--- src/mkcd_pkg.sv ---
// ----------------------------------------------------------------------------
// mkcd_pkg
// Shared widths, flag codes, reset values and types of the key click detector.
// ----------------------------------------------------------------------------
package mkcd_pkg;

  localparam int NUM_KEYS_DEF = 4;
  localparam int PIN_W        = 4;
  localparam int IDX_W        = 2;
  localparam int FLAG_W       = 7;
  localparam int TIMER_W      = 16;
  localparam int SP_W         = 8;
  localparam int CFG_IDX_W    = 2;
  localparam int CFG_DATA_W   = 16;

  // flag bit codes
  localparam logic [FLAG_W-1:0] FL_HOLD   = 7'h01;
  localparam logic [FLAG_W-1:0] FL_DOWN   = 7'h02;
  localparam logic [FLAG_W-1:0] FL_UP     = 7'h04;
  localparam logic [FLAG_W-1:0] FL_SINGLE = 7'h08;
  localparam logic [FLAG_W-1:0] FL_DOUBLE = 7'h10;
  localparam logic [FLAG_W-1:0] FL_LONG   = 7'h20;
  localparam logic [FLAG_W-1:0] FL_REPEAT = 7'h40;

  // operation codes
  localparam logic OP_TICK  = 1'b0;
  localparam logic OP_CHECK = 1'b1;

  // configuration register indexes
  typedef enum logic [CFG_IDX_W-1:0] {
    REG_LONG   = 2'd0,
    REG_DOUBLE = 2'd1,
    REG_REPEAT = 2'd2,
    REG_PERIOD = 2'd3
  } cfg_reg_t;

  // register reset values
  localparam logic [TIMER_W-1:0] LONG_RST   = 16'd2000;
  localparam logic [TIMER_W-1:0] DOUBLE_RST = 16'd200;
  localparam logic [TIMER_W-1:0] REPEAT_RST = 16'd100;
  localparam logic [SP_W-1:0]    PERIOD_RST = 8'd20;

  typedef struct packed {
    logic [TIMER_W-1:0] long_ticks;
    logic [TIMER_W-1:0] double_ticks;
    logic [TIMER_W-1:0] repeat_ticks;
  } dur_cfg_t;

  typedef struct packed {
    logic              tick;
    logic              sample;
    logic              now;
    logic              clear;
    logic [FLAG_W-1:0] clr_mask;
  } lane_ctl_t;

endpackage

--- src/mkcd_key_lane.sv ---
// ----------------------------------------------------------------------------
// mkcd_key_lane
// Per-key timer, flags and click state machine.
// ----------------------------------------------------------------------------
module mkcd_key_lane import mkcd_pkg::*; (
  input  logic              clk,
  input  logic              rst_n,
  input  dur_cfg_t          dur,
  input  lane_ctl_t         ctl,
  output logic [FLAG_W-1:0] flags
);

  typedef enum logic [4:0] {
    MODE_IDLE     = 5'b00001,
    MODE_PRESSED  = 5'b00010,
    MODE_RELEASED = 5'b00100,
    MODE_DOUBLE   = 5'b01000,
    MODE_LONG     = 5'b10000
  } mode_t;

  mode_t              mode_r, mode_nxt;
  logic [TIMER_W-1:0] timer_r, timer_nxt, timer_dec;
  logic [FLAG_W-1:0]  flags_r, flags_nxt;
  logic               cur_r, cur_nxt;
  logic               expired;

  assign timer_dec = (ctl.tick && timer_r != '0) ? timer_r - 1'b1 : timer_r;
  assign expired   = (timer_dec == '0);

  always_comb begin
    mode_nxt  = mode_r;
    timer_nxt = timer_dec;
    flags_nxt = flags_r;
    cur_nxt   = cur_r;
    if (ctl.clear) begin
      flags_nxt = flags_r & ~ctl.clr_mask;
    end
    if (ctl.sample) begin
      cur_nxt  = ctl.now;
      if (ctl.now) begin
        flags_nxt = flags_nxt | FL_HOLD;
      end else begin
        flags_nxt = flags_nxt & ~FL_HOLD;
      end
      if (ctl.now && !cur_r) begin
        flags_nxt = flags_nxt | FL_DOWN;
      end
      if (!ctl.now && cur_r) begin
        flags_nxt = flags_nxt | FL_UP;
      end
      case (mode_r)
        MODE_IDLE: begin
          if (ctl.now) begin
            timer_nxt = dur.long_ticks;
            mode_nxt  = MODE_PRESSED;
          end
        end
        MODE_PRESSED: begin
          if (!ctl.now) begin
            timer_nxt = dur.double_ticks;
            mode_nxt  = MODE_RELEASED;
          end else if (expired) begin
            timer_nxt = dur.repeat_ticks;
            flags_nxt = flags_nxt | FL_LONG;
            mode_nxt  = MODE_LONG;
          end
        end
        MODE_RELEASED: begin
          if (ctl.now) begin
            flags_nxt = flags_nxt | FL_DOUBLE;
            mode_nxt  = MODE_DOUBLE;
          end else if (expired) begin
            flags_nxt = flags_nxt | FL_SINGLE;
            mode_nxt  = MODE_IDLE;
          end
        end
        MODE_DOUBLE: begin
          if (!ctl.now) begin
            mode_nxt = MODE_IDLE;
          end
        end
        MODE_LONG: begin
          if (!ctl.now) begin
            mode_nxt = MODE_IDLE;
          end else if (expired) begin
            timer_nxt = dur.repeat_ticks;
            flags_nxt = flags_nxt | FL_REPEAT;
          end
        end
        default: begin
          mode_nxt = mode_r;
        end
      endcase
    end
  end

  always_ff @(posedge clk) begin
    if (!rst_n) begin
      mode_r  <= MODE_IDLE;
      timer_r <= '0;
      flags_r <= '0;
      cur_r   <= 1'b0;
    end else begin
      mode_r  <= mode_nxt;
      timer_r <= timer_nxt;
      flags_r <= flags_nxt;
      cur_r   <= cur_nxt;
    end
  end

  assign flags = flags_r;

endmodule

--- config.mk ---
export PLATFORM = sky130hd
export DESIGN_NAME = mkcd_key_lane
export DESIGN_NICKNAME = d
export VERILOG_FILES = /design/src/mkcd_pkg.sv /design/src/mkcd_key_lane.sv
export SDC_FILE = /design/constraint.sdc
export NUM_CORES = 1
export LEC_CHECK = 0
export CORE_ASPECT_RATIO = 0.6
export CORE_UTILIZATION = 40
export DETAILED_ROUTE_END_ITERATION = 10
export DONT_BUFFER_PORTS = 1
export GPL_TIMING_DRIVEN = 0
export PLACE_DENSITY_LB_ADDON = 0.05
export SYNTH_ARGS = -nofsm -noshare
export SYNTH_HDL_FRONTEND = slang
export SYNTH_SLANG_ARGS = --single-unit
--- constraint.sdc ---
create_clock -name clk -period 5.7 [get_ports clk]
set_input_delay 1.14 -clock clk [delete_from_list [all_inputs] [get_ports clk]]
set_output_delay 1.14 -clock clk [all_outputs]
set_load 0.05 [all_outputs]
[After elaboration in Yosys (flattened, before gate mapping)]
Index checks and enable logic that the tools add are counted.
W data, S select, Z words.
Word-level totals
  flip-flop bits (word level): 29
  bits of input ports: 61
  output and inout port bits: 7
  logic and storage cells: 54
Operators by class
  $add $sub $neg: 1
  equality and inequality tests: 9
  mux-type cells: 26
  bitwise operators: 2
  reductions and logical operators: 11
Operators by type and width (count)
  $mux W16: 6
  $pmux W16 S3: 1
  $mux W5: 7
  $mux W7: 4
  $pmux W7 S3: 1
  $pmux W5 S4: 1
  $logic_not A16 Y1: 1
  $reduce_bool A16 Y1: 1
  $sub A16 B1 Y16 const B: 1
  $mux W6: 2
  $and A7 B7 Y7: 1
  $not A7 Y7: 1
  $ne A3 B3 Y1 const B: 2
  $reduce_and A6 Y1: 1
  $eq A5 B1 Y1 const B: 1
  $eq A5 B2 Y1 const B: 1
  $eq A5 B3 Y1 const B: 1
  $eq A5 B4 Y1 const B: 1
  $eq A5 B5 Y1 const B: 1
  $mux W4: 1
  $ne A2 B2 Y1 const B: 2
  $reduce_bool A4 Y1: 1
  $logic_and A1 B1 Y1: 3
  $mux W3: 1
  5 further kinds: 6

[Longest topological paths before layout]
Gate-level depths: netlist (run 1).
  word-level depth: 9
  gate-level depth with buffers: 11
  mapped depth without buffers: 9

[Least setup slack after synthesis (run 1)]
OpenSTA, ideal clock, no wires.
  kind: input -> register
  start: input port ctl[10] in the netlist's numbering
  end: register timer_r[10]
  arrival: 3093 ps
  slack: 2482 ps
  stages on the path: 8
  buffers on the path: 1
  cells stage by stage: or3b_1 -> or2_1 -> nor4b_1 -> nor4_4 -> and3_1 -> buf_6 -> a2111oi_2 -> nor2_1
Between the ends
  word-level cells in the longest chain between the ends: 7
RTL lines
  start: declaration: line mkcd_key_lane.sv:9  | input lane_ctl_t ctl,
  $logic_and A1 B1 Y1 *: line mkcd_key_lane.sv:27  | assign timer_dec = (ctl.tick && timer_r != '0) ? timer_r - 1'b1 : timer_r;
  $mux W16 *: line mkcd_key_lane.sv:27
  $logic_not A16 Y1: line mkcd_key_lane.sv:28  | assign expired = (timer_dec == '0);
  $mux W16: line mkcd_key_lane.sv:62, mkcd_key_lane.sv:85
  $mux W16, on equally long branches: line mkcd_key_lane.sv:83, mkcd_key_lane.sv:59
  $pmux W16 S3: line mkcd_key_lane.sv:51  | case (mode_r)
  $mux W16 *: line mkcd_key_lane.sv:38  | if (ctl.sample) begin
  end signal: assignment: line mkcd_key_lane.sv:105  | timer_r <= timer_nxt;
  end: declaration: line mkcd_key_lane.sv:22  | logic [TIMER_W-1:0] timer_r, timer_nxt, timer_dec;
Mark *: on every way between the ends. The rest lies on a longest branch, timed or not.
A chain may end at the register's enable or synchronous reset.

[Worst setup path in the final report (run 1)]
  start: input port ctl[10] in the netlist's numbering
  end: register timer_r[5]
The elaborated chain is that of the path after synthesis.

==> impl_metrics.yaml, run 1 <==
die:
  fp.dieArea_mm2: 0.00673
  die_width_um: 105
  num_rows: 22
  io_pins: 68
  core_area_mm2: 0.00614
  start_util: 0.417
  die_h_um: 64.0
clock_network:
  ctsHoldBuffers: 0
  numCtsBuffers: 5
  cts_resized: 0
  clk_transition_reported_paths_ns: 0.08
  clkLatencyLatePin_ns: 0.29
  cts_sinks: 29
  cts_root_buffer: "clkbuf_8"
  cts_max_path_buffers: 2
  htreeDepth: 2
  post_cts_buffers: 0
  cts_tree: "yes"
grt:
  grt_pass1_vias: 2650
  grt_antenna_before_repair: 0
  grt_max_degree: 11
  gr-usage-all-layers: 0.280
  gr-total-overflow: 0
  grt_pass1_wl_um: 14300
job:
  cap_violations: 0
critical_path:
  crit_fanout: 10
  crit_slowest_cell: "o41a_1"
  worstSetupEndpointType: "flip-flop"
  worstPathCellList: "or3b_1, or2_1, o41a_1, nor4_4, and3_1, buf_6, buf_12, a31oi_1, nor2_1"
  required_ns: 5.90
  critPathKind: "input pin to flip-flop"
  arrival_ns: 3.36
  slowest_delay_ns: 0.47
  start_kind: "input pin"
placed_design:
  dpl.hpwl_um: 7120
  port_buffers: 0
  dpl-instance-area_mm2: 0.00267
  gp_congestion: 0.907
timing:
  fin_setup_tns_ns: 0
  hold_viol: 0
  worst_pin_slew_ns: 0.984
  finalHoldWorstSlack_ns: 0.486
  finClkSkew_ns: 0.0124
  slew-limit-headroom: 0.338
  post-route-period-util: 0.555
  setup_violations: 0
  max_freq_mhz: 316
  period_minus_slack_ns: 3.16
  rsz0062_at_grt: "no"
  slew_viol_final: 0
route:
  viasPerCell: 6.35
  drt_iter0_drc: 325
  wl_um: 9220
  vias: 2853
  ant_nets: 0
  firstDrtPassIters: 5
  drc: 0
  wl_per_cell_um: 20.5
finish:
  drive_gt1_frac: 0.0795
  fin_util: 0.448
  area_delta_synth_final_pct: 7.48
  n_antenna_cell: 0
  layout.nets: 426
  finalInstanceArea_mm2: 0.00275
logic_synthesis:
  ys_seq_elements: 29
  ys_warn_count: 0
  ys.flop_type: "dfxtp_1"
  synth_cell_types: 68
  seq_area_frac_synth: 0.227
  netlist_top_cells_count: "42 x nand2_1, 34 x a21oi_1, 34 x nor2_1"
  synthesis.area_mm2: 0.00256
  synth_most_common_cell: "nand2_1"
  yosys.area.top_type: "dfxtp_1"
  synth_top_area_frac: 0.227
  synth_area_leaders: "dfxtp_1 23%, a21oi_1 6.6%, nand2_1 6.2%, o21ai_0 5.5%, nor2_1 5.0%"
  syn_area_per_cell_um2: 7.17
  synth_edf_count: 0
  syn-num-nets: 419
  synth-async-reset-ratio: 0
  syn_inst: 357
power:
  p_per_area_mw_per_mm2: 542
  vdd_drop_max_mv: 0.215
  cellLeakagePower_nw: 0.980
worst_hold_path:
  hp-class: "flip-flop to flip-flop"
run_status:
  status: "completed"
critical path: cells and delay by family:
family,cells,cell delay (ns)
and+or+nand+nor,5,1.34
AOI/OAI and AO/OA,2,0.55
buffers and inverters,2,0.32
sequential cells by signal, indices dropped and copies added, names as in the netlist:
| signal | count |
|---|---|
| mode_r | 5 |
| flags | 7 |
| cur_r | 1 |
| timer_r | 16 |
per-stage QoR:
step	cells	setup WS, ns	total power (W)
floorplan	357	2.48	0.00109
global placement	441	2.28	0.00130
detailed placement	441	2.27	0.00130
CTS	449	2.57	0.00147
global route	449	2.31	0.00160
finish	449	2.54	0.00149
final cells by class:
cell class / instances / area, um^2
Fill cell: 646 / 3390
Multi-Input combinational cell: 292 / 1810
Sequential cell: 29 / 581
Buffer: 24 / 121
Tap cell: 84 / 105
Clock buffer: 5 / 68.8
Inverter: 12 / 45.0
Clock inverter: 3 / 17.5
final timing paths:
check / startpoint / to / slack (ns) / cells past startpoint
worst max-delay path: ctl[10] / timer_r[5] / 2.54 / 9
worst min-delay path: cur_r / cur_r / 0.49 / 2
worst max register to register: timer_r[0] / timer_r[5] / 2.58 / 11
worst min register to register: cur_r / cur_r / 0.49 / 2
where the power goes:
group          internal [W]  total, W  switching [W]
sequential         0.000256  0.000334      0.0000788
clock             0.0000842  0.000172      0.0000881
combinational      0.000399  0.000985       0.000586
total              0.000738   0.00149       0.000753
cells in the final DEF, fill, tap and decap left out, drive strengths merged, types with 5 or more instances in the layout:
master	synthesis	layout
or4	5	5
nor3	8	8
a211oi	5	5
buf	5	5
o22ai	8	8
o21a	8	8
nand3	10	10
xor2	8	8
dfxtp	29	29
nand2	45	45
clkbuf	19	24
a31oi	6	6
nor4	8	8
nand4	5	5
a21boi	5	5
inv	11	11
a21oi	35	35
o21ai	29	29
xnor2	7	7
o211ai	7	7
nor2	34	34
routing by layer:
metal / vias up / share of wire / GRT usage
met2: 184 / 0.37 / 0.377
met4: 0 / 0.014 / 0.0704
li1: 1346 / - / -
met1: 1304 / 0.47 / 0.411
met5: - / 0 / 0
met3: 19 / 0.14 / 0.0980
logic make-up after synthesis:
family          count (synthesis)  share of synthesized area
compound gates                134                      0.354
xor+xnor                       15                     0.0513
fa+ha+maj                       1                    0.00489
buf+inv                        36                     0.0650
flops                          29                      0.227
mux                             3                     0.0122
simple gates                  139                      0.286
No activity file was read; power rests on OpenSTA's default activity.
==> run 2: changes to the inputs <==
--- a/config.mk
+++ b/config.mk
@@ -5,6 +5,7 @@
 export SDC_FILE = /design/constraint.sdc
 export NUM_CORES = 1
 export LEC_CHECK = 0
+export ABC_AREA = 1
 export CORE_ASPECT_RATIO = 0.6
 export CORE_UTILIZATION = 40
 export DETAILED_ROUTE_END_ITERATION = 10
==> constraint.sdc (replaced) <==
create_clock -name clk -period 3.05 [get_ports clk]
set_input_delay 0.61 -clock clk [delete_from_list [all_inputs] [get_ports clk]]
set_output_delay 0.61 -clock clk [all_outputs]
set_load 0.05 [all_outputs]
==> impl_metrics.yaml, run 2 <==
route:
  ant_nets: 0
  drc: 0
  firstDrtPassIters: 7
  wl_um: 8460
  viasPerCell: 5.35
  vias: 3033
  drt_iter0_drc: 237
  wl_per_cell_um: 14.9
timing:
  slew_viol_final: 0
  fin_setup_tns_ns: 0
  setup_violations: 0
  max_freq_mhz: 365
  slew-limit-headroom: 0.532
  period_minus_slack_ns: 2.74
  rsz0062_at_grt: "no"
  worst_pin_slew_ns: 0.694
  finClkSkew_ns: 0.0104
  post-route-period-util: 0.899
  hold_viol: 0
logic_synthesis:
  syn-num-nets: 537
  synth_cell_types: 34
  ys.flop_type: "dfxtp_1"
  seq_area_frac_synth: 0.215
  synth_top_area_frac: 0.215
  synthesis.area_mm2: 0.00270
  yosys.area.top_type: "dfxtp_1"
  syn_inst: 475
  netlist_top_cells_count: "136 x nand2_1, 81 x nor2_1, 52 x o21ai_0"
  synth-async-reset-ratio: 0
  syn_area_per_cell_um2: 5.68
  ys_warn_count: 0
  synth_area_leaders: "dfxtp_1 22%, nand2_1 19%, nor2_1 11%, o21ai_0 9.6%, inv_1 6.8%"
  synth_most_common_cell: "nand2_1"
  synth_edf_count: 0
  ys_seq_elements: 29
power:
  p_per_area_mw_per_mm2: 1050
  cellLeakagePower_nw: 1.34
  vdd_drop_max_mv: 0.388
die:
  start_util: 0.428
  die_h_um: 65.6
  die_width_um: 108
  core_area_mm2: 0.00630
  io_pins: 68
  fp.dieArea_mm2: 0.00709
  num_rows: 22
grt:
  grt_pass1_wl_um: 13500
  grt_pass1_vias: 2667
  grt_max_degree: 11
  gr-total-overflow: 0
  gr-usage-all-layers: 0.252
  grt_antenna_before_repair: 0
clock_network:
  cts_max_path_buffers: 2
  clk_transition_reported_paths_ns: 0.07
  htreeDepth: 2
  cts_tree: "yes"
  numCtsBuffers: 5
  cts_root_buffer: "clkbuf_8"
  ctsHoldBuffers: 0
  cts_sinks: 29
  clkLatencyLatePin_ns: 0.29
  post_cts_buffers: 0
worst_hold_path:
  hp-class: "flip-flop to flip-flop"
critical_path:
  critPathKind: "flip-flop to flip-flop"
  required_ns: 3.27
  worstSetupEndpointType: "flip-flop"
  start_kind: "flip-flop"
  crit_fanout: 10
  cpMostUsedCell: "nand2_1"
  slowest_delay_ns: 0.34
  worstPathCellList: "inv_2, ha_2, nand2_2, nor2_1, nand2_2, nand2_4, inv_2, buf_6, nand2_1, nand2_1, nor2_1, nand2_1, nor2_2, nand2_2, buf_6, o21ai_2, nand2_1, a21oi_2"
  crit_slowest_cell: "dfxtp_1"
  crit_buf_inv: 4
  cp_top_family: "simple AND/OR/NAND/NOR gates"
  arrival_ns: 2.96
finish:
  area_delta_synth_final_pct: 7.05
  register_area_um2: 581
  layout.nets: 544
  top_register: "timer_r"
  n_antenna_cell: 0
  multi_input_area_mm2: 0.00184
  drive_gt1_frac: 0.112
  finalInstanceArea_mm2: 0.00289
  final_common_cell: "nand2_1"
  largest_register_ffs: 16
  fill_cells: 726
  layout_common_cells: "136 x nand2_1, 81 x nor2_1, 52 x o21ai_0"
  fin_util: 0.458
run_status:
  status: "completed"
placed_design:
  dpl-instance-area_mm2: 0.00280
  port_buffers: 0
  dpl.hpwl_um: 6700
  gp_congestion: 0.884
job:
  cap_violations: 0
## run 2: cell types whose count changed after synthesis, sizes merged, moves of 6 or more
cell / previous run / this run
o21ai: 29 / 61
o22ai: 8 / 0
nor4: 8 / 2
a31oi: 6 / 0
clkbuf: 19 / 13
inv: 11 / 51
nor2: 34 / 87
nand2: 45 / 148
nor3: 8 / 1
## run 2: routing by layer
| metal | track usage | part of all wire |
|---|---|---|
| met1 | 0.398 | 0.53 |
| met2 | 0.337 | 0.38 |
| met3 | 0.0546 | 0.088 |
| met4 | 0.0428 | 0.0066 |
| met5 | 0 | 0 |
## run 2: through the flow
step | setup WS, ns | instances | power [W] | hold WS (ns)
detailed placement | 0.211 | 559 | 0.00268 | 0.461
global route | 0.0260 | 567 | 0.00338 | 0.487
CTS | 0.176 | 567 | 0.00301 | 0.471
floorplan | 0.859 | 475 | 0.00224 | 0.439
global placement | 0.230 | 559 | 0.00267 | 0.458
finish | 0.309 | 567 | 0.00305 | 0.475
## run 2: area by class of cell
type                            count  share of cell area
Inverter                           51              0.0663
Tap cell                           84              0.0364
Clock buffer                        6              0.0251
Multi-Input combinational cell    376               0.636
Sequential cell                    29               0.201
Clock inverter                      2             0.00347
Buffer                             19              0.0316
## run 2: power breakdown
group	leakage [nW]	internal, W	switching [W]
clock network	0.0450	0.000158	0.000164
registers	0.238	0.000493	0.000134
logic	1.06	0.000708	0.00139
total	1.34	0.00136	0.00169
## run 2: repair_timing
| action | in CTS | in global routing |
|---|---|---|
| endpoints found under the hold margin | 0 | 0 |
| resized for setup | 0 | 2 |
| endpoints found under the setup margin | 0 | 24 |
## run 2: worst reg2reg max path: cells and delay by family (launching register included)
| kind | cells | cell delay (ns) |
|---|---|---|
| adder cells (fa/ha/maj) | 1 | 0.28 |
| AND/OR/NAND/NOR | 11 | 1.22 |
| buffers and inverters | 4 | 0.59 |
| flip-flops | 1 | 0.34 |
| AO/OA/AOI/OAI | 2 | 0.23 |
## run 2: path summary, 6_finish.rpt
check	from	endpoint	slack, ns	cells after the start
max	timer_r[0]	timer_r[9]	0.31	18
min	cur_r	cur_r	0.48	2
max reg2reg	timer_r[0]	timer_r[9]	0.31	18
min reg2reg	cur_r	cur_r	0.48	2
## run 2: logic make-up (layout without fill, tap and decap cells)
family	count (synthesis)	after routing	share of synthesized area
and+or+nand+nor	259	259	0.408
xor gates and xnor gates	6	6	0.0195
adders and majority gates	1	1	0.00464
DFF	29	29	0.215
buffers and inverters	70	78	0.105
AOI/OAI and AO/OA	110	110	0.248
==> run 3: changes to the inputs <==
--- a/config.mk
+++ b/config.mk
@@ -12,6 +12,7 @@
 export DONT_BUFFER_PORTS = 1
 export GPL_TIMING_DRIVEN = 0
 export PLACE_DENSITY_LB_ADDON = 0.05
+export RECOVER_POWER = 25
 export SYNTH_ARGS = -nofsm -noshare
 export SYNTH_HDL_FRONTEND = slang
 export SYNTH_SLANG_ARGS = --single-unit
==> constraint.sdc (replaced) <==
create_clock -name clk -period 3.05 [get_ports clk]
set_input_delay 0 -clock clk [delete_from_list [all_inputs] [get_ports clk]]
set_output_delay 0 -clock clk [all_outputs]
set_load 0.05 [all_outputs]
==> impl_metrics.yaml, run 3 (synthesized netlist as in run 2, its figures left out) <==
run_status:
  status: "complete, but fails checks"
  violations: "negative hold slack"
timing:
  fin_setup_tns_ns: 0
  period_minus_slack_ns: 2.77
  slew-limit-headroom: 0.514
  rsz0062_at_grt: "no"
  worst_pin_slew_ns: 0.722
  slew_viol_final: 0
  max_freq_mhz: 360
  hold_viol: 1
  finClkSkew_ns: 0.0108
  setup_violations: 0
  timing.final.ws_setup_ns: 0.276
  finalHoldWorstSlack_ns: -0.000260
  post-route-period-util: 0.909
finish:
  layout_common_cells: "136 x nand2_1, 81 x nor2_1, 52 x o21ai_0"
  largest_register_ffs: 16
  area_delta_synth_final_pct: 15.2
  final_common_cell: "nand2_1"
  drive_gt1_frac: 0.107
  layout.nets: 566
  n_antenna_cell: 0
  layout.cells.non_filler: 589
  top_register: "timer_r"
clock_network:
  htreeDepth: 2
  cts_sinks: 29
  numCtsBuffers: 5
  cts_tree: "yes"
  cts_root_buffer: "clkbuf_8"
  clk_transition_reported_paths_ns: 0.07
  clkLatencyLatePin_ns: 0.29
  cts_max_path_buffers: 2
job:
  cap_violations: 0
die:
  num_rows: 22
  start_util: 0.428
  io_pins: 68
  core_area_mm2: 0.00630
  die_h_um: 65.6
  fp.dieArea_mm2: 0.00709
  die_width_um: 108
critical_path:
  start_kind: "flip-flop"
  r2r_end: "timer_r[9]"
  arrival_ns: 2.99
  required_ns: 3.27
  worstSetupEndpointType: "flip-flop"
  crit_fanout: 10
  endpoint: "timer_r[9]"
  r2r_start: "timer_r[0]"
  rr_worst_depth: 18
  critPathKind: "flip-flop to flip-flop"
  cp-startpoint: "timer_r[0]"
  r2r_slack_ns: 0.28
placed_design:
  port_buffers: 0
  dpl.hpwl_um: 6700
  gp_congestion: 0.884
  post-place-ws_ns: 0.211
  dpl.cell_count: 559
route:
  wl_per_cell_um: 14.7
  drt-met1-wl_um: 4700
  ant_nets: 0
  wl_met2_um: 3320
  viasPerCell: 5.24
  dr_wl_met3_um: 591
  drc: 0
  vias: 3087
  top_layer: "met4"
  drt_iter0_drc: 220
  firstDrtPassIters: 6
  wl_um: 8650
grt:
  gr-usage-all-layers: 0.258
  grt_antenna_before_repair: 0
  gr-total-overflow: 0
  grt_max_degree: 11
  grt_pass1_wl_um: 13800
  grt_pass1_vias: 2741
power:
  p_per_area_mw_per_mm2: 992
  vdd_drop_max_mv: 0.391
  cellLeakagePower_nw: 1.43
worst_hold_path:
  hp-class: "input pin to flip-flop"
  hp-start: "dur[6]"
## run 3: cell count changes in the layout (fill, tap and decap cells not counted)
cell,change
dlygate4sd3_1,+22
## run 3: metrics by stage
| step | total power (W) | area, um^2 | util |
|---|---|---|---|
| floorplan | 0.00224 | 2700 | - |
| global placement | 0.00267 | 2800 | 0.445 |
| detailed placement | 0.00268 | 2800 | 0.445 |
| CTS | 0.00303 | 3110 | 0.493 |
| global route | 0.00341 | 3110 | 0.493 |
| finish | 0.00308 | 3110 | 0.493 |
## run 3: layout make-up
cell class | instances | area [um^2]
Inverter | 51 | 191
Timing Repair Buffer | 22 | 220
Clock inverter | 2 | 10.0
Sequential cell | 29 | 581
Fill cell | 697 | 3200
Clock buffer | 6 | 72.6
Multi-Input combinational cell | 376 | 1840
Buffer | 19 | 91.3
Tap cell | 84 | 105
## run 3: worst min-delay path by stage
stage / slack, ns / cells after the start / to
floorplan: 0.18 / 3 / flags[1]
global placement: 0.19 / 3 / flags[6]
detailed placement: 0.19 / 3 / flags[6]
CTS: 0.002 / 4 / timer_r[6]
global route: 0.008 / 4 / timer_r[4]
finish: -0.0003 / 4 / timer_r[6]
## run 3: critical path: stages, from the launching register on
cell and delay (ns):
dfxtp_1 0.34, inv_2 0.14, ha_2 0.28, nand2_2 0.13
nor2_1 0.15, nand2_2 0.08, nand2_4 0.12, inv_2 0.09
buf_6 0.15, nand2_1 0.06, nand2_1 0.06, nor2_1 0.11
nand2_1 0.08, nor2_2 0.16, nand2_2 0.19, buf_6 0.22
o21ai_2 0.11, nand2_1 0.07, a21oi_2 0.14
## run 3: what timing repair did
action	in CTS	in global routing
setup endpoints to repair	0	24
endpoints found under the hold margin	20	0
gates resized for setup	0	2
buffers inserted	0	0
hold buffers	22	0
## run 3: power breakdown
group	internal, W	switching, W	leakage [nW]	total [W]
combinational	0.000726	0.00141	1.15	0.00213
clock	0.000158	0.000164	0.0450	0.000322
sequential	0.000493	0.000136	0.238	0.000629
## run 3: metal layers
layer  GRT usage  vias to the layer above
met5           0                        -
met4      0.0428                        0
met3      0.0565                        5
met2       0.353                      100
met1       0.402                     1402
li1            -                     1580
