--- src/mkcd_pkg.sv ---
// ----------------------------------------------------------------------------
// mkcd_pkg
// Shared widths, flag codes, reset values and types of the key click detector.
// ----------------------------------------------------------------------------
package mkcd_pkg;

  localparam int NUM_KEYS_DEF = 4;
  localparam int PIN_W        = 4;
  localparam int IDX_W        = 2;
  localparam int FLAG_W       = 7;
  localparam int TIMER_W      = 16;
  localparam int SP_W         = 8;
  localparam int CFG_IDX_W    = 2;
  localparam int CFG_DATA_W   = 16;

  // flag bit codes
  localparam logic [FLAG_W-1:0] FL_HOLD   = 7'h01;
  localparam logic [FLAG_W-1:0] FL_DOWN   = 7'h02;
  localparam logic [FLAG_W-1:0] FL_UP     = 7'h04;
  localparam logic [FLAG_W-1:0] FL_SINGLE = 7'h08;
  localparam logic [FLAG_W-1:0] FL_DOUBLE = 7'h10;
  localparam logic [FLAG_W-1:0] FL_LONG   = 7'h20;
  localparam logic [FLAG_W-1:0] FL_REPEAT = 7'h40;

  // operation codes
  localparam logic OP_TICK  = 1'b0;
  localparam logic OP_CHECK = 1'b1;

  // configuration register indexes
  typedef enum logic [CFG_IDX_W-1:0] {
    REG_LONG   = 2'd0,
    REG_DOUBLE = 2'd1,
    REG_REPEAT = 2'd2,
    REG_PERIOD = 2'd3
  } cfg_reg_t;

  // register reset values
  localparam logic [TIMER_W-1:0] LONG_RST   = 16'd2000;
  localparam logic [TIMER_W-1:0] DOUBLE_RST = 16'd200;
  localparam logic [TIMER_W-1:0] REPEAT_RST = 16'd100;
  localparam logic [SP_W-1:0]    PERIOD_RST = 8'd20;

  typedef struct packed {
    logic [TIMER_W-1:0] long_ticks;
    logic [TIMER_W-1:0] double_ticks;
    logic [TIMER_W-1:0] repeat_ticks;
  } dur_cfg_t;

  typedef struct packed {
    logic              tick;
    logic              sample;
    logic              now;
    logic              clear;
    logic [FLAG_W-1:0] clr_mask;
  } lane_ctl_t;

endpackage

--- src/mkcd_merge.sv ---
// ----------------------------------------------------------------------------
// mkcd_merge
// Picks the addressed lane's flags, decides hit and clear, holds the result.
// ----------------------------------------------------------------------------
module mkcd_merge import mkcd_pkg::*; #(
  parameter int NUM_KEYS = NUM_KEYS_DEF
) (
  input  logic                             clk,
  input  logic                             rst_n,
  input  logic                             accept,
  input  logic                             op,
  input  logic [IDX_W-1:0]                 key_index,
  input  logic [FLAG_W-1:0]                flag_mask,
  input  logic [NUM_KEYS-1:0][FLAG_W-1:0]  lane_flags,
  input  logic                             res_ready,
  output logic                             take_ok,
  output logic [NUM_KEYS-1:0]              lane_clear,
  output logic                             res_valid,
  output logic                             res_hit,
  output logic [FLAG_W-1:0]                res_flags
);

  logic [FLAG_W-1:0]   sel_flags;
  logic [NUM_KEYS-1:0] sel_hot;
  logic                hit;
  logic                valid_r, valid_nxt;
  logic                hit_r, hit_nxt;
  logic [FLAG_W-1:0]   flags_r, flags_nxt;

  // one-hot lane select; an index past the last lane selects nothing
  always_comb begin
    sel_flags = '0;
    for (int k = 0; k < NUM_KEYS; k++) begin
      sel_hot[k] = (int'(key_index) == k);
      if (sel_hot[k]) begin
        sel_flags = sel_flags | lane_flags[k];
      end
    end
  end

  assign hit = (op == OP_CHECK) && ((sel_flags & flag_mask) != '0);

  always_comb begin
    for (int k = 0; k < NUM_KEYS; k++) begin
      lane_clear[k] = accept && hit && (flag_mask != FL_HOLD) && sel_hot[k];
    end
  end

  assign take_ok = !valid_r || res_ready;

  always_comb begin
    valid_nxt = valid_r;
    hit_nxt   = hit_r;
    flags_nxt = flags_r;
    if (accept) begin
      valid_nxt = 1'b1;
      hit_nxt   = hit;
      flags_nxt = (op == OP_CHECK) ? sel_flags : '0;
    end else if (res_ready) begin
      valid_nxt = 1'b0;
    end
  end

  always_ff @(posedge clk) begin
    if (!rst_n) begin
      valid_r <= 1'b0;
    end else begin
      valid_r <= valid_nxt;
    end
    hit_r   <= hit_nxt;
    flags_r <= flags_nxt;
  end

  assign res_valid = valid_r;
  assign res_hit   = hit_r;
  assign res_flags = flags_r;

endmodule

--- config.mk ---
export PLATFORM = sky130hd
export DESIGN_NAME = mkcd_merge
export DESIGN_NICKNAME = d
export VERILOG_FILES = /design/src/mkcd_pkg.sv /design/src/mkcd_merge.sv
export SDC_FILE = /design/constraint.sdc
export NUM_CORES = 1
export LEC_CHECK = 0
export ABC_AREA = 1
export BUFFER_PORTS_ARGS = -buffer_cell sky130_fd_sc_hd__buf_2
export CORE_AREA = 2 2 49 51
export DETAILED_ROUTE_END_ITERATION = 8
export DIE_AREA = 0 0 51 53
export PLACE_DENSITY_LB_ADDON = 0.1
export SYNTH_ARGS = -nofsm -noshare
export SYNTH_HDL_FRONTEND = slang
export SYNTH_SLANG_ARGS = --single-unit
--- constraint.sdc ---
create_clock -name clk -period 1.3 [get_ports clk]
set_clock_uncertainty 0.15 [all_clocks]
set_input_delay 0.195 -clock clk [delete_from_list [all_inputs] [get_ports clk]]
set_output_delay 0.195 -clock clk [all_outputs]
set_load 0.02 [all_outputs]
# Word-level counts from Yosys, hierarchy flattened
# Cells that the tools add are included.
word_totals:
  latch_bits: 0
  ff_bits: 9
  output_inout_bits: 14
  wordCells: 29
  ram_bits: 0
  n_memories: 0
  mem_bits_ro: 0
classes:
  n_mul: 0
  mux: 6
  n_eq_ne: 4
  n_shift: 0
  add_sub_neg: 0
  bitwise_logic: 4
  magnitude_cmp: 0
  n_reduce_logical: 12
  n_div: 0
op_table:
  columns: ["operator", "count"]
  rows:
  - ["$mux W7", 4]
  - ["$or A7 B7 Y7", 3]
  - ["$and A7 B7 Y7", 1]
  - ["$logic_and A1 B1 Y1", 7]
  - ["$ne A7 B1 Y1 const B", 1]
  - ["$reduce_bool A7 Y1", 1]
  - ["$eq A2 B2 Y1 const B", 2]
  - ["$eq A2 B1 Y1 const B", 1]
  - ["$logic_not A2 Y1", 1]
  - ["$mux W1", 2]
  - ["$reduce_bool A2 Y1", 1]
  - ["$logic_not A1 Y1", 1]
  - ["$logic_or A1 B1 Y1", 1]

# Logic depth before layout (Yosys ltp)
# Gate-level depths: netlist (run 1).
logic_depth:
  ltp_word: 14
  mapped_depth: 11

# Worst setup path before layout (run 1)
# Ideal clock, no wire load.
synth_timing:
  kind: "input-to-output"
  startpoint: "input port key_index[1]"
  endpoint: "output port lane_clear[0]"
  arrival_ps: 1199
  required_ps: 955
  path_slack_ps: -244
  stages: 10
  cell_sequence: "buf_6 nor2_4 nand2_1 nand2_1 o21ai_1 nand2_1 nor2_2 nand2_1 nand3_2 nor2_1"
synth_between:
  elab_chain_cells: 14
  word_cells_on_any_way: 17
  cone_classes: "eq/ne: 3; mux: 4; bitwise: 4; reduce/logical: 6"
synth_rtl:
  columns: ["element", "line_no", "rtl"]
  rows:
  - ["start, declared", "mkcd_merge.sv:12", "input logic [IDX_W-1:0] key_index,"]
  - ["$logic_not A2 Y1", "mkcd_merge.sv:34", "sel_hot[k] = (int'(key_index) == k);"]
  - ["$mux W7", "mkcd_merge.sv:35", "if (sel_hot[k]) begin"]
  - ["$or A7 B7 Y7", "mkcd_merge.sv:36", "sel_flags = sel_flags | lane_flags[k];"]
  - ["$mux W7", "mkcd_merge.sv:35", null]
  - ["$or A7 B7 Y7", "mkcd_merge.sv:36", null]
  - ["$mux W7", "mkcd_merge.sv:35", null]
  - ["$or A7 B7 Y7", "mkcd_merge.sv:36", null]
  - ["$mux W7", "mkcd_merge.sv:35", null]
  - ["$and A7 B7 Y7", "mkcd_merge.sv:41", "assign hit = (op == OP_CHECK) && ((sel_flags & flag_mask) != '0);"]
  - ["$reduce_bool A7 Y1", "mkcd_merge.sv:41", null]
  - ["$logic_and A1 B1 Y1", "mkcd_merge.sv:41", null]
  - ["$logic_and A1 B1 Y1 (2 in series)", "mkcd_merge.sv:45", "lane_clear[k] = accept && hit && (flag_mask != FL_HOLD) && sel_hot[k];"]
  - ["$logic_and A1 B1 Y1 *", "mkcd_merge.sv:45", null]
  - ["end, declared", "mkcd_merge.sv:17", "output logic [NUM_KEYS-1:0] lane_clear,"]
# Mark *: on every way between the ends. The rest lies on a longest branch, timed or not.

# Worst setup path in the final report (run 1)
layout_timing:
  startpoint: "input port key_index[1]"
  endpoint: "output port lane_clear[1]"
# Same word-level chain as after synthesis.

==> run summary, run 1 <==
The run gives 0.822 as the final weighted congestion in routability-driven placement. In the final routed layout, each cell accounts on average for 11.7 um. The first-pass GRT wire length came out at 3980 um.

Once detail routing completed, the nets flagged for antenna violations numbered 0. The longest clock path from root to sink contains 2 buffers. For the final routed database, the setup TNS stands at -2070 ps.

The type of the worst setup path was in -> out. The count of unique library cells instantiated by Yosys is 17, and the share of post-route cells with drive strength above 1 is 61.7%. The number of buffers added by the clock tree synthesis step was 3. The final critical path time including I/O delays and setup is 1680 ps. Sequential cells were found to cover 35.7% of the synthesized design area. Clock tree synthesis found a total of 9 sinks.

The worst-case IR drop observed on VDD is 403 uV. The cell area that synthesis handed to floorplanning was 729 um2. The final route contains 1011 vias. After detailed routing, the number of remaining DRC violations is 0. For the I/O pin total, the log shows 56. Entering global routing, the biggest net connects 10 pins. The library cells used most frequently in the layout, excluding fill and tap cells, are 49 x buf_2, 27 x buf_4, 22 x nand2_1. The overall routing resource usage came out at 19.6%. The run gives 993 as the via count of the first global-routing pass. Area of all sequential standard cells: 260 um2.

The number of cell instances on the worst register-to-register path is 2. In the final layout, the multi-input gates occupy 478 um2. The number of hold buffers added after CTS is 0, and the share of Yosys cell area claimed by the top area cell type is 32.9%. Dividing the detail-routed via count by the number of cells gives 4.57. The logs give 0 for the number of hold violations in the final report and 0 for the number of warnings reported in the yosys synthesis log. The total congestion overflow is 0, and the share of the clock period used by the worst path after layout is 130%. CTS placed an instance of clkbuf_4 at the clock tree root.

Counting instances, the worst hold path has a depth of 2. Startpoint of the tightest hold check path: rst_n. The tool flagged a number of max-cap violations equal to 0.

The beginning of the worst register-to-register path was res_valid. The tools report the initial antenna violation count as 0. For the static leakage power, the log shows 0.768 nW.

Derived from the worst setup path, the maximum achievable clock frequency is 0.594 GHz. Port buffering added 55 buffers. The min-delay analysis places its worst path in the category in -> reg. In this run the standard cell core region covers 2150 um2. The run gives -384 ps as the setup slack after layout. The post-layout net count was 236. The endpoint identified for the worst register-to-register timing path is res_valid.

The worst setup path is launched from an input port. The largest area contributor in the netlist is edfxtp_1. The tools report the floorplan row count as 17.

Of all nets on the critical path, the largest fanout is 8. The tools report the number of levels the H-tree was split into as 1. At the end of the flow the core is filled with cells to 68.3%. The count of final max-slew check failures is 0, and the count of final setup violators is 6. Overall routed net length: 2580 um.

At the pin with the least slew margin, the transition time is 416 ps. TritonCTS built the clock tree. Measured along the x axis, the die boundary spans 51 um.

End point of the most critical hold path: res_valid. The worst pin sits at a relative slew slack of 71.9%. The final HPWL from detailed placement came out at 1760 um.

The initial utilization of the core area, before any placement, comes to 34.0%. The run gives 2700 um2 as the die outline area. The commonest non-fill, non-tap cell in the layout was buf_2. The area overhead of the layout relative to synthesis works out to 101%. Power spread over the standard cell area amounts to 698 nW/um2.

The checks that failed: negative setup slack. The y dimension of the die came out at 53 um. The synthesized instance count is 105. A synthesized cell averages 6.95 um2. The logs give 4 for the number of iterations in the first detailed-routing pass and 147 for the synthesized netlist net count.

Setup repair after global routing could not meet its margin everywhere. In this run, the number of DRC markers left after iteration 0 of detailed routing was 10. The run gives 1340 ps as the data arrival time of the critical path.

Yosys attributes the largest share of cell area to edfxtp_1 33%, nand2_1 15%, nand3_1 12%. Setup slack on the worst reg-to-reg path comes out at 560 ps. The run gives 191 as the filler cell count. Data required time at the worst endpoint: 950 ps. The flow ran to the end, but the final reports show violations. Synthesis inferred 9 register bits.

At the later pin of the worst-skew pair, clock insertion delay measures 250 ps. After clock tree synthesis, the clock-pin slew on the worst setup and hold paths is 50 ps. STA classifies the critical path endpoint as a primary output. The run gives 0 as the count of antenna diodes in the layout.
area by class of cell:
cell class              instances  share of cell area (%)
repair buffers                 88                    43.3
multi-input cells              84                    32.6
flip-flops and latches          9                    17.7
well taps                      28                    2.39
inverters                       8                    2.22
clock buffers                   4                    1.79
metrics by stage:
step	instances	worst slack [ps]	total power [mW]	hold WS [ps]	instance area [um2]
CTS	218	-325	0.974	36.1	1370
detailed placement	203	-507	0.690	307	1160
global route	221	-472	1.08	49.6	1470
floorplan	105	-199	0.529	157	739
finish	221	-384	1.02	39.6	1470
global placement	203	-454	0.687	299	1160
routing by layer:
layer  up-vias  global-route usage (%)  wire length [um]
li1        521                       -                 -
met3         2                    2.26               119
met4         0                    5.41                19
met5         -                       0                 0
met1       454                    22.3               957
met2        34                    38.1              1480
worst max-delay path: stages:
cell	delay, ps
buf_12	110
nor2_4	220
nand2_2	110
nand2_4	90
o21ai_2	60
nand2_1	70
nor2_2	50
nand2_2	80
nand3_4	100
nor2_2	130
buf_6	130
worst max path at each step:
stage / slack [ps] / to / from
after floorplan: -200 / lane_clear[0] / key_index[1]
after global placement: -450 / lane_clear[2] / key_index[1]
after detailed placement: -510 / lane_clear[3] / key_index[0]
after CTS: -320 / lane_clear[3] / key_index[0]
after global routing: -470 / lane_clear[1] / key_index[1]
final: -380 / lane_clear[1] / key_index[1]
cell usage after synthesis (all sizes together):
cell / count
nand2: 29
nor2: 23
nand3: 21
edfxtp: 8
inv: 8
o21ai: 6
buf: 4
a21oi: 2
a21boi: 1
dfxtp: 1
nor3: 1
nor4b: 1
repair_timing:
item,CTS,global route
buffers inserted,10,3
cloned,1,0
pin swaps,6,5
resized for setup,22,19
endpoints found under the setup margin,5,6
kinds of logic after synthesis:
kind of cell | after synthesis | share of synthesized area [%]
and+or+nand+nor | 75 | 47.2
buffers and inverters | 12 | 10.6
DFF | 9 | 35.7
AOI/OAI and AO/OA | 9 | 6.52
where the power goes:
group	leakage [nW]	switching [mW]	internal, mW
clock	0.0150	0.0880	0.118
sequential	0.0854	0.00469	0.344
combinational	0.668	0.223	0.246
total	0.768	0.316	0.708
sequential cells by signal (all words and copies together) (netlist names):
register   cells
res_flags      7
res_hit        1
res_valid      1
No activity file was read; power rests on OpenSTA's default activity.
==> run 2, diff against run 1 <==
- CORE_AREA: 2 2 49 51 -> 2 2 48 50
- CTS_BUF_LIST: not set -> sky130_fd_sc_hd__clkbuf_4
- DIE_AREA: 0 0 51 53 -> 0 0 50 52
==> run 2 against run 1 <==
  * The run still ends with negative setup slack left
  * Critical path depth is the same
  * Power shrank 5.2%
  * Routed wire length shrank 19%
  * Setup slack gained 51 ps
  * Via count shrank 7.2%
  * Count of clock-buffer cells in the layout is the same
  * Critical endpoint unchanged
==> run summary, run 2 (same netlist as run 1, synthesis figures left out) <==
The maximum clock insertion buffer count was 2 (unchanged). Cell at the root of the clock tree: clkbuf_4. The layer flagged by global routing as most heavily used is met2. The startpoint type of the worst setup path is an input port. The part of the total power dissipated in combinational logic was 40.1% (-5.7 points); the switching component of the power was 0.297 mW (-6.0%). The placed standard-cell area is 1140 um2 (-1.7%). The logs give 71.9% (about the same) for the worst relative slew slack and 0 (unchanged) for the count of antenna diodes in the layout. The width of the die was 50 um (-2.0%); the number of DRC violations after detailed-routing iteration 0 was 7 (-3). The tools report the count of final max-slew check failures as 0 (unchanged). Tracing the worst setup path back leads to its startpoint at key_index[1]. The first-pass GRT wire length was 3290 um (-17%). The library cells used most frequently in the layout, excluding fill and tap cells, are 49 x buf_2, 22 x nand2_1, 20 x buf_4.

Setup repair after global routing could not meet its margin everywhere. The data required time at the worst endpoint came out at 950 ps (about the same). The number of iterations in the first detailed-routing pass is 4 (unchanged), and the data arrival time of the critical path is 1290 ps (-50 ps). For the met1 track demand over resource in global routing, the log shows 19.0% (-3.3 points). The tools report the number of hold violations in the final report as 0 (unchanged). Number of cell instances on the worst register-to-register path: 2 (unchanged).

STA classifies the critical path endpoint as a primary output. The filler cell count came out at 206 (+7.9%). The y dimension of the die works out to 52 um (-1.9%). Commonest non-fill, non-tap cell in the layout: buf_2. The share of the clock period used by the worst path after layout was 126% (-3.9 points). The classification of the worst-slack hold path was in -> reg. Met3 global-route usage: 0.862% (-1.4 points).

The initial cell density of the core was 34.6% (+0.69 points). The standard cell core area was 2110 um2 (-2.0%). The type of the worst setup path is in -> out. The run gives 63.5% (-4.8 points) as the post-layout utilization of the core. The final HPWL from detailed placement was 1680 um (-4.3%). The static leakage power came out at 0.692 nW (-9.8%).

The tools report the count of placed standard cells in the final layout, fillers left out as 210 (-5.0%). The logs give 260 um2 (unchanged) for the area of all sequential standard cells and 0.612 GHz (+3.1%) for the fmax. Cell area power density: 726 nW/um2 (+4.0%). The run finished, with violations left.

For the number of max-cap violations, the log shows 0 (unchanged). Final weighted congestion in routability-driven placement: 0.770 (-6.4%). The tools report the post-route DRC violation count as 0 (unchanged).

The clock latency at the later pin of the worst-skew pair was 260 ps (about the same). TritonCTS built the clock tree. The worst register-to-register path begins at res_valid. The maximum resistive drop on vdd was 434 uV (+7.6%); the part of the power in registers was 36.0% (+1.9 points). The final cell area excluding filler cells was 1340 um2 (-8.9%); the number of port buffers was 55 (unchanged). The final critical path time including I/O delays and setup was 1630 ps (-51.0 ps); the clock-pin transition on the worst setup and hold timing paths was 60 ps (about the same). The initial antenna violation count was 0 (unchanged); the flip-flop count of the largest register, all copies and words added was 7 (unchanged).

The total number of vias came out at 938 (-7.2%). For the met2 global-route usage, the log shows 30.5% (-7.6 points). The residual antenna-violating net count after detailed routing came out at 0 (unchanged). The logs give 202 (-0.49%) for the number of placed cells counting well taps and -1310 ps (+755 ps) for the setup TNS after final layout. The overall routing resource usage was 16.4% (-3.2 points); the cell-internal power was 0.673 mW (-4.9%). The maximum number of pins on one net before global-route repair is 13 (+3), and the largest driver fanout on the critical path is 8 (unchanged).

The floorplan row count came out at 17 (unchanged). The multi-input combinational cell area is 477 um2 (-0.26%). The tools report the capturing point of the worst reg2reg path as res_valid. The area overhead of the layout relative to synthesis came out at 83.2%. The final reports fail on negative setup slack. The logs give 56 (unchanged) for the I/O pin total and -469 ps (+37.2 ps) for the worst slack at placement. The overall routed net length is 2100 um (-19%), and the post-layout net count is 225 (-4.7%). The die outline area came out at 2600 um2 (-3.8%). For the via count of the first global-routing pass, the log shows 832 (-16%). The transition time at the pin with the least slew margin is 416 ps (+0.336 ps), and the setup slack after layout is -333 ps (+51.0 ps). The average routed wire per standard cell came out at 10.0 um (-14%).

The tools report the count of final setup violators as 4 (-2). For the total number of clock tree sinks, the log shows 9 (unchanged). The clock network fraction of total power was 23.9% (+3.8 points); the total congestion overflow was 0 (unchanged). The number of buffers added by the clock tree synthesis step was 3 (unchanged); the number of levels the H-tree was split into was 1 (unchanged).

For the register-to-register setup slack, the log shows 550 ps (about the same). The critical path ends at lane_clear[1]. The fraction of power spent switching nets is 30.6% (-0.25 points), and the share of post-route cells with drive strength above 1 is 61.0% (-0.67 points). Routed via count divided by cell count: 4.47 (-2.4%).
## run 2: cell types whose count changed in the layout (fill, tap and decap cells not counted), moves of 2 or more
cell	previous run	this run
buf_4	27	20
nand3_2	3	9
nand3_1	16	11
buf_12	3	1
buf_6	7	5
nor2_1	12	14
## run 2: area by class of cell
| class | instances | share of cell area (%) |
|---|---|---|
| tap | 28 | 2.62 |
| clock buffer | 4 | 2.25 |
| sequential | 9 | 19.5 |
| multi-input combinational | 84 | 35.7 |
| inverter | 8 | 2.43 |
| timing repair buffer | 77 | 37.5 |
## run 2: power groups by stage
stage                     Clock, mW  Sequential, mW  Combinational [mW]
final                         0.232           0.349               0.389
after global routing          0.253           0.352               0.428
after CTS                     0.234           0.350               0.363
after detailed placement          0           0.356               0.329
after global placement            0           0.355               0.326
after floorplan                   0           0.392               0.138
## run 2: worst max-delay path: stages
cell and delay, ps:
buf_8 110, nor2_4 200, nand2_1 80, nand2_1 80, o21ai_1 70, nand2_1 80
nor2_2 50, nand2_2 80, nand3_4 100, nor2_2 120, buf_6 120
## run 2: stage by stage
step                power, mW  hold WS, ps
floorplan               0.529          157
CTS                     0.946         34.8
global route             1.03         31.6
finish                  0.970         35.2
detailed placement      0.685          310
global placement        0.681          300
## run 2: worst min-delay path by stage
| stage | start | to | slack, ps | depth (start not counted) |
|---|---|---|---|---|
| final | rst_n | res_valid | 40 | 2 |
| after global routing | rst_n | res_valid | 30 | 2 |
| after CTS | rst_n | res_valid | 30 | 2 |
| after detailed placement | rst_n | res_valid | 310 | 2 |
| after global placement | rst_n | res_valid | 300 | 2 |
| after floorplan | accept | res_flags[0] | 160 | 0 |
## run 2: routing by layer
metal  wire [um]  vias to the layer above
met5           0                        -
met1         805                      399
met4          46                        0
li1            -                      498
met2        1140                       36
met3         110                        5
## run 2: what timing repair did
item | CTS | global route
hold buffers | 0 | 0
gates resized for setup | 18 | 19
pin swaps | 6 | 9
setup endpoints to repair | 5 | 5
buffers inserted | 3 | 1
==> run 3, diff against run 2 <==
- CELL_PAD_IN_SITES_DETAIL_PLACEMENT: not set -> 0
- CELL_PAD_IN_SITES_GLOBAL_PLACEMENT: not set -> 1
- CORE_AREA: 2 2 48 50 -> 2 2 60 62
- CTS_CLUSTER_SIZE: not set -> 25
- DIE_AREA: 0 0 50 52 -> 0 0 62 64
==> run 3 against run 2 <==
  * The run still ends with negative setup slack left
  * Die area rose by 53%
  * Setup slack got worse by 68 ps
  * Sequential power about the same
  * Sequential cell count stayed put
  * Largest cell class unchanged
  * Register-to-register slack about the same
  * Critical path type unchanged
  * Cell count grew 13%
  * Largest power group unchanged
  * Routed wire length up 15%
  * Critical path depth stayed put
  * Critical endpoint is now lane_clear[3]
  * Count of clock-buffer cells in the layout stayed put
  * First-iteration DRC count is 71% higher
  * Design area up 15%
==> run summary, run 3 (same netlist as run 1, synthesis figures left out) <==
The total number of vias was 1002 (+6.8%); the overall power after layout was 1.03 mW (+5.8%). The routing layer with the top usage in global route is met2. The met3 global-route usage was 1.62% (+0.76 points). The worst relative slew slack is 77.1% (+5.3 points), and the first-pass GRT wire length is 3610 um (+9.6%).

The final HPWL from detailed placement is 1920 um (+14%), and the maximum clock insertion buffer count is 2 (unchanged). The tools report the number of buffers added by the clock tree synthesis step as 3 (unchanged). For the filler cell count, the log shows 362 (+76%). The number of DRC violations after detailed-routing iteration 0 is 12 (+5). For the met1 track demand over resource in global routing, the log shows 14.0% (-5.0 points). Commonest non-fill, non-tap cell in the layout: buf_2. The width of the die was 62 um (+24%).

The tools report the multi-input combinational cell area as 537 um2 (+13%). The area overhead of the layout relative to synthesis works out to 110%. TritonCTS built the clock tree. Number of hold violations in the final report: 0 (unchanged). The setup slack after layout was -401 ps (-67.5 ps). The tools report the post-layout net count as 235 (+4.4%). The run gives 0.588 GHz (-4.0%) as the fmax.

The post-route DRC violation count was 0 (unchanged). Setup repair after global routing could not meet its margin everywhere. The run finished, with violations left. For the static leakage power, the log shows 0.762 nW (+10%). The checks that failed: negative setup slack. Flip-flop count of the largest register, all copies and words added: 7 (unchanged).

Share of post-route cells with drive strength above 1: 68.8% (+7.8 points). The overall routed net length was 2410 um (+15%); the number of max-cap violations was 0 (unchanged). The logs give 540 ps (about the same) for the register-to-register setup slack and 20.7% (-9.8 points) for the met2 global-route usage.

The most critical setup path has its startpoint at key_index[1]. The total congestion overflow came out at 0 (unchanged). The worst setup path is of the in -> out kind.

The logs give 950 ps (about the same) for the data required time at the worst endpoint and 904 (+8.7%) for the via count of the first global-routing pass. The initial cell density of the core is 22.2% (-12 points). Clock-pin transition on the worst setup and hold timing paths: 50 ps (about the same).

The worst setup path is launched from an input port. The maximum number of pins on one net before global-route repair came out at 10 (-3). Worst slack at placement: -475 ps (-5.15 ps). The y dimension of the die was 64 um (+23%).

The cell at the root of the clock tree was clkbuf_4. The worst setup path is captured at a primary output. The routed via count divided by cell count is 4.21 (-5.7%). The tightest min-delay check is of the in -> reg type. The die outline area came out at 3970 um2 (+53%). In the layout the commonest cells are 49 x buf_2, 27 x buf_4, 19 x nand2_1. The average routed wire per standard cell was 10.1 um (+1.2%).

Standard cell core area: 3280 um2 (+56%). The number of port buffers is 55 (unchanged). Largest driver fanout on the critical path: 8 (unchanged). The tools report the number of iterations in the first detailed-routing pass as 4 (unchanged). For the count of final setup violators, the log shows 5 (+1).

The number of placed cells counting well taps is 224 (+11%). For the area of all sequential standard cells, the log shows 260 um2 (unchanged). The final weighted congestion in routability-driven placement was 0.729 (-5.4%).

Startpoint of the tightest hold check path: rst_n. The overall routing resource usage is 11.7% (-4.7 points), and the count of final max-slew check failures is 0 (unchanged). The total number of clock tree sinks was 9 (unchanged); the count of antenna diodes in the layout was 0 (unchanged). The cell area power density was 671 nW/um2 (-7.6%). The residual antenna-violating net count after detailed routing came out at 0 (unchanged).

The data arrival time of the critical path is 1360 ps (+70 ps). The run gives 56 (unchanged) as the I/O pin total. The tools report the initial antenna violation count as 0 (unchanged). The share of the clock period used by the worst path after layout is 131% (+5.2 points).

The final critical path time including I/O delays and setup is 1700 ps (+67.5 ps), and the clock latency at the later pin of the worst-skew pair is 250 ps (about the same). The startpoint identified for the worst register-to-register timing path is res_valid. The maximum resistive drop on vdd is 207 uV (-52%).

The number of hold buffers added after CTS was 0 (unchanged). The logs give 238 (+13%) for the count of placed standard cells in the final layout, fillers left out and 21 (+4) for the floorplan row count. The transition time at the pin with the least slew margin is 338 ps (-77.8 ps), and the number of levels the H-tree was split into is 1 (unchanged).
## run 3: critical path, stage by stage
cell     delay [ps]
buf_12          120
nor2_4          210
nand2_1          80
nand2_1          90
o21ai_1          70
nand2_1          80
nor2_2           50
nand2_2          70
nand3_4         140
nor2_4          140
buf_6           120
## run 3: final timing paths
check                                      to  cells after the start
worst max-delay path            lane_clear[3]                     11
worst min-delay path                res_valid                      2
worst max register to register      res_valid                      2
worst min register to register      res_valid                      2
## run 3: power by group
group	internal [mW]	switching (mW)	total, mW
registers	0.344	0.00518	0.350
logic	0.229	0.225	0.454
clock network	0.138	0.0850	0.223
## run 3: cell type report
type	count	share of cell area (%)
flip-flops and latches	9	17.0
multi-input cells	84	35.1
well taps	46	3.76
repair buffers	87	39.6
inverters	8	2.62
clock buffers	4	1.96
## run 3: stage by stage
stage / setup TNS (ps) / hold WS (ps) / area (um2) / utilization [%]
floorplan: -819 / 157 / 739 / -
global placement: -2590 / 299 / 1190 / 36.3
detailed placement: -2560 / 321 / 1190 / 36.3
CTS: -1940 / 47.7 / 1400 / 42.7
global route: -2390 / 49.5 / 1530 / 46.6
finish: -1890 / 49.0 / 1530 / 46.6
## run 3: metal layers
metal,up-vias,share of wire (%)
met2,29,54
met4,0,0.62
met1,449,41
met3,4,4.4
li1,520,-
met5,-,0
## run 3: repair_timing
item                                    4_1_cts  5_1_grt
pin swaps                                    12       18
gates cloned                                  1        0
resized for setup                            27       31
endpoints found under the setup margin        5        6
setup buffers                                 7        3
hold endpoints to repair                      0        0
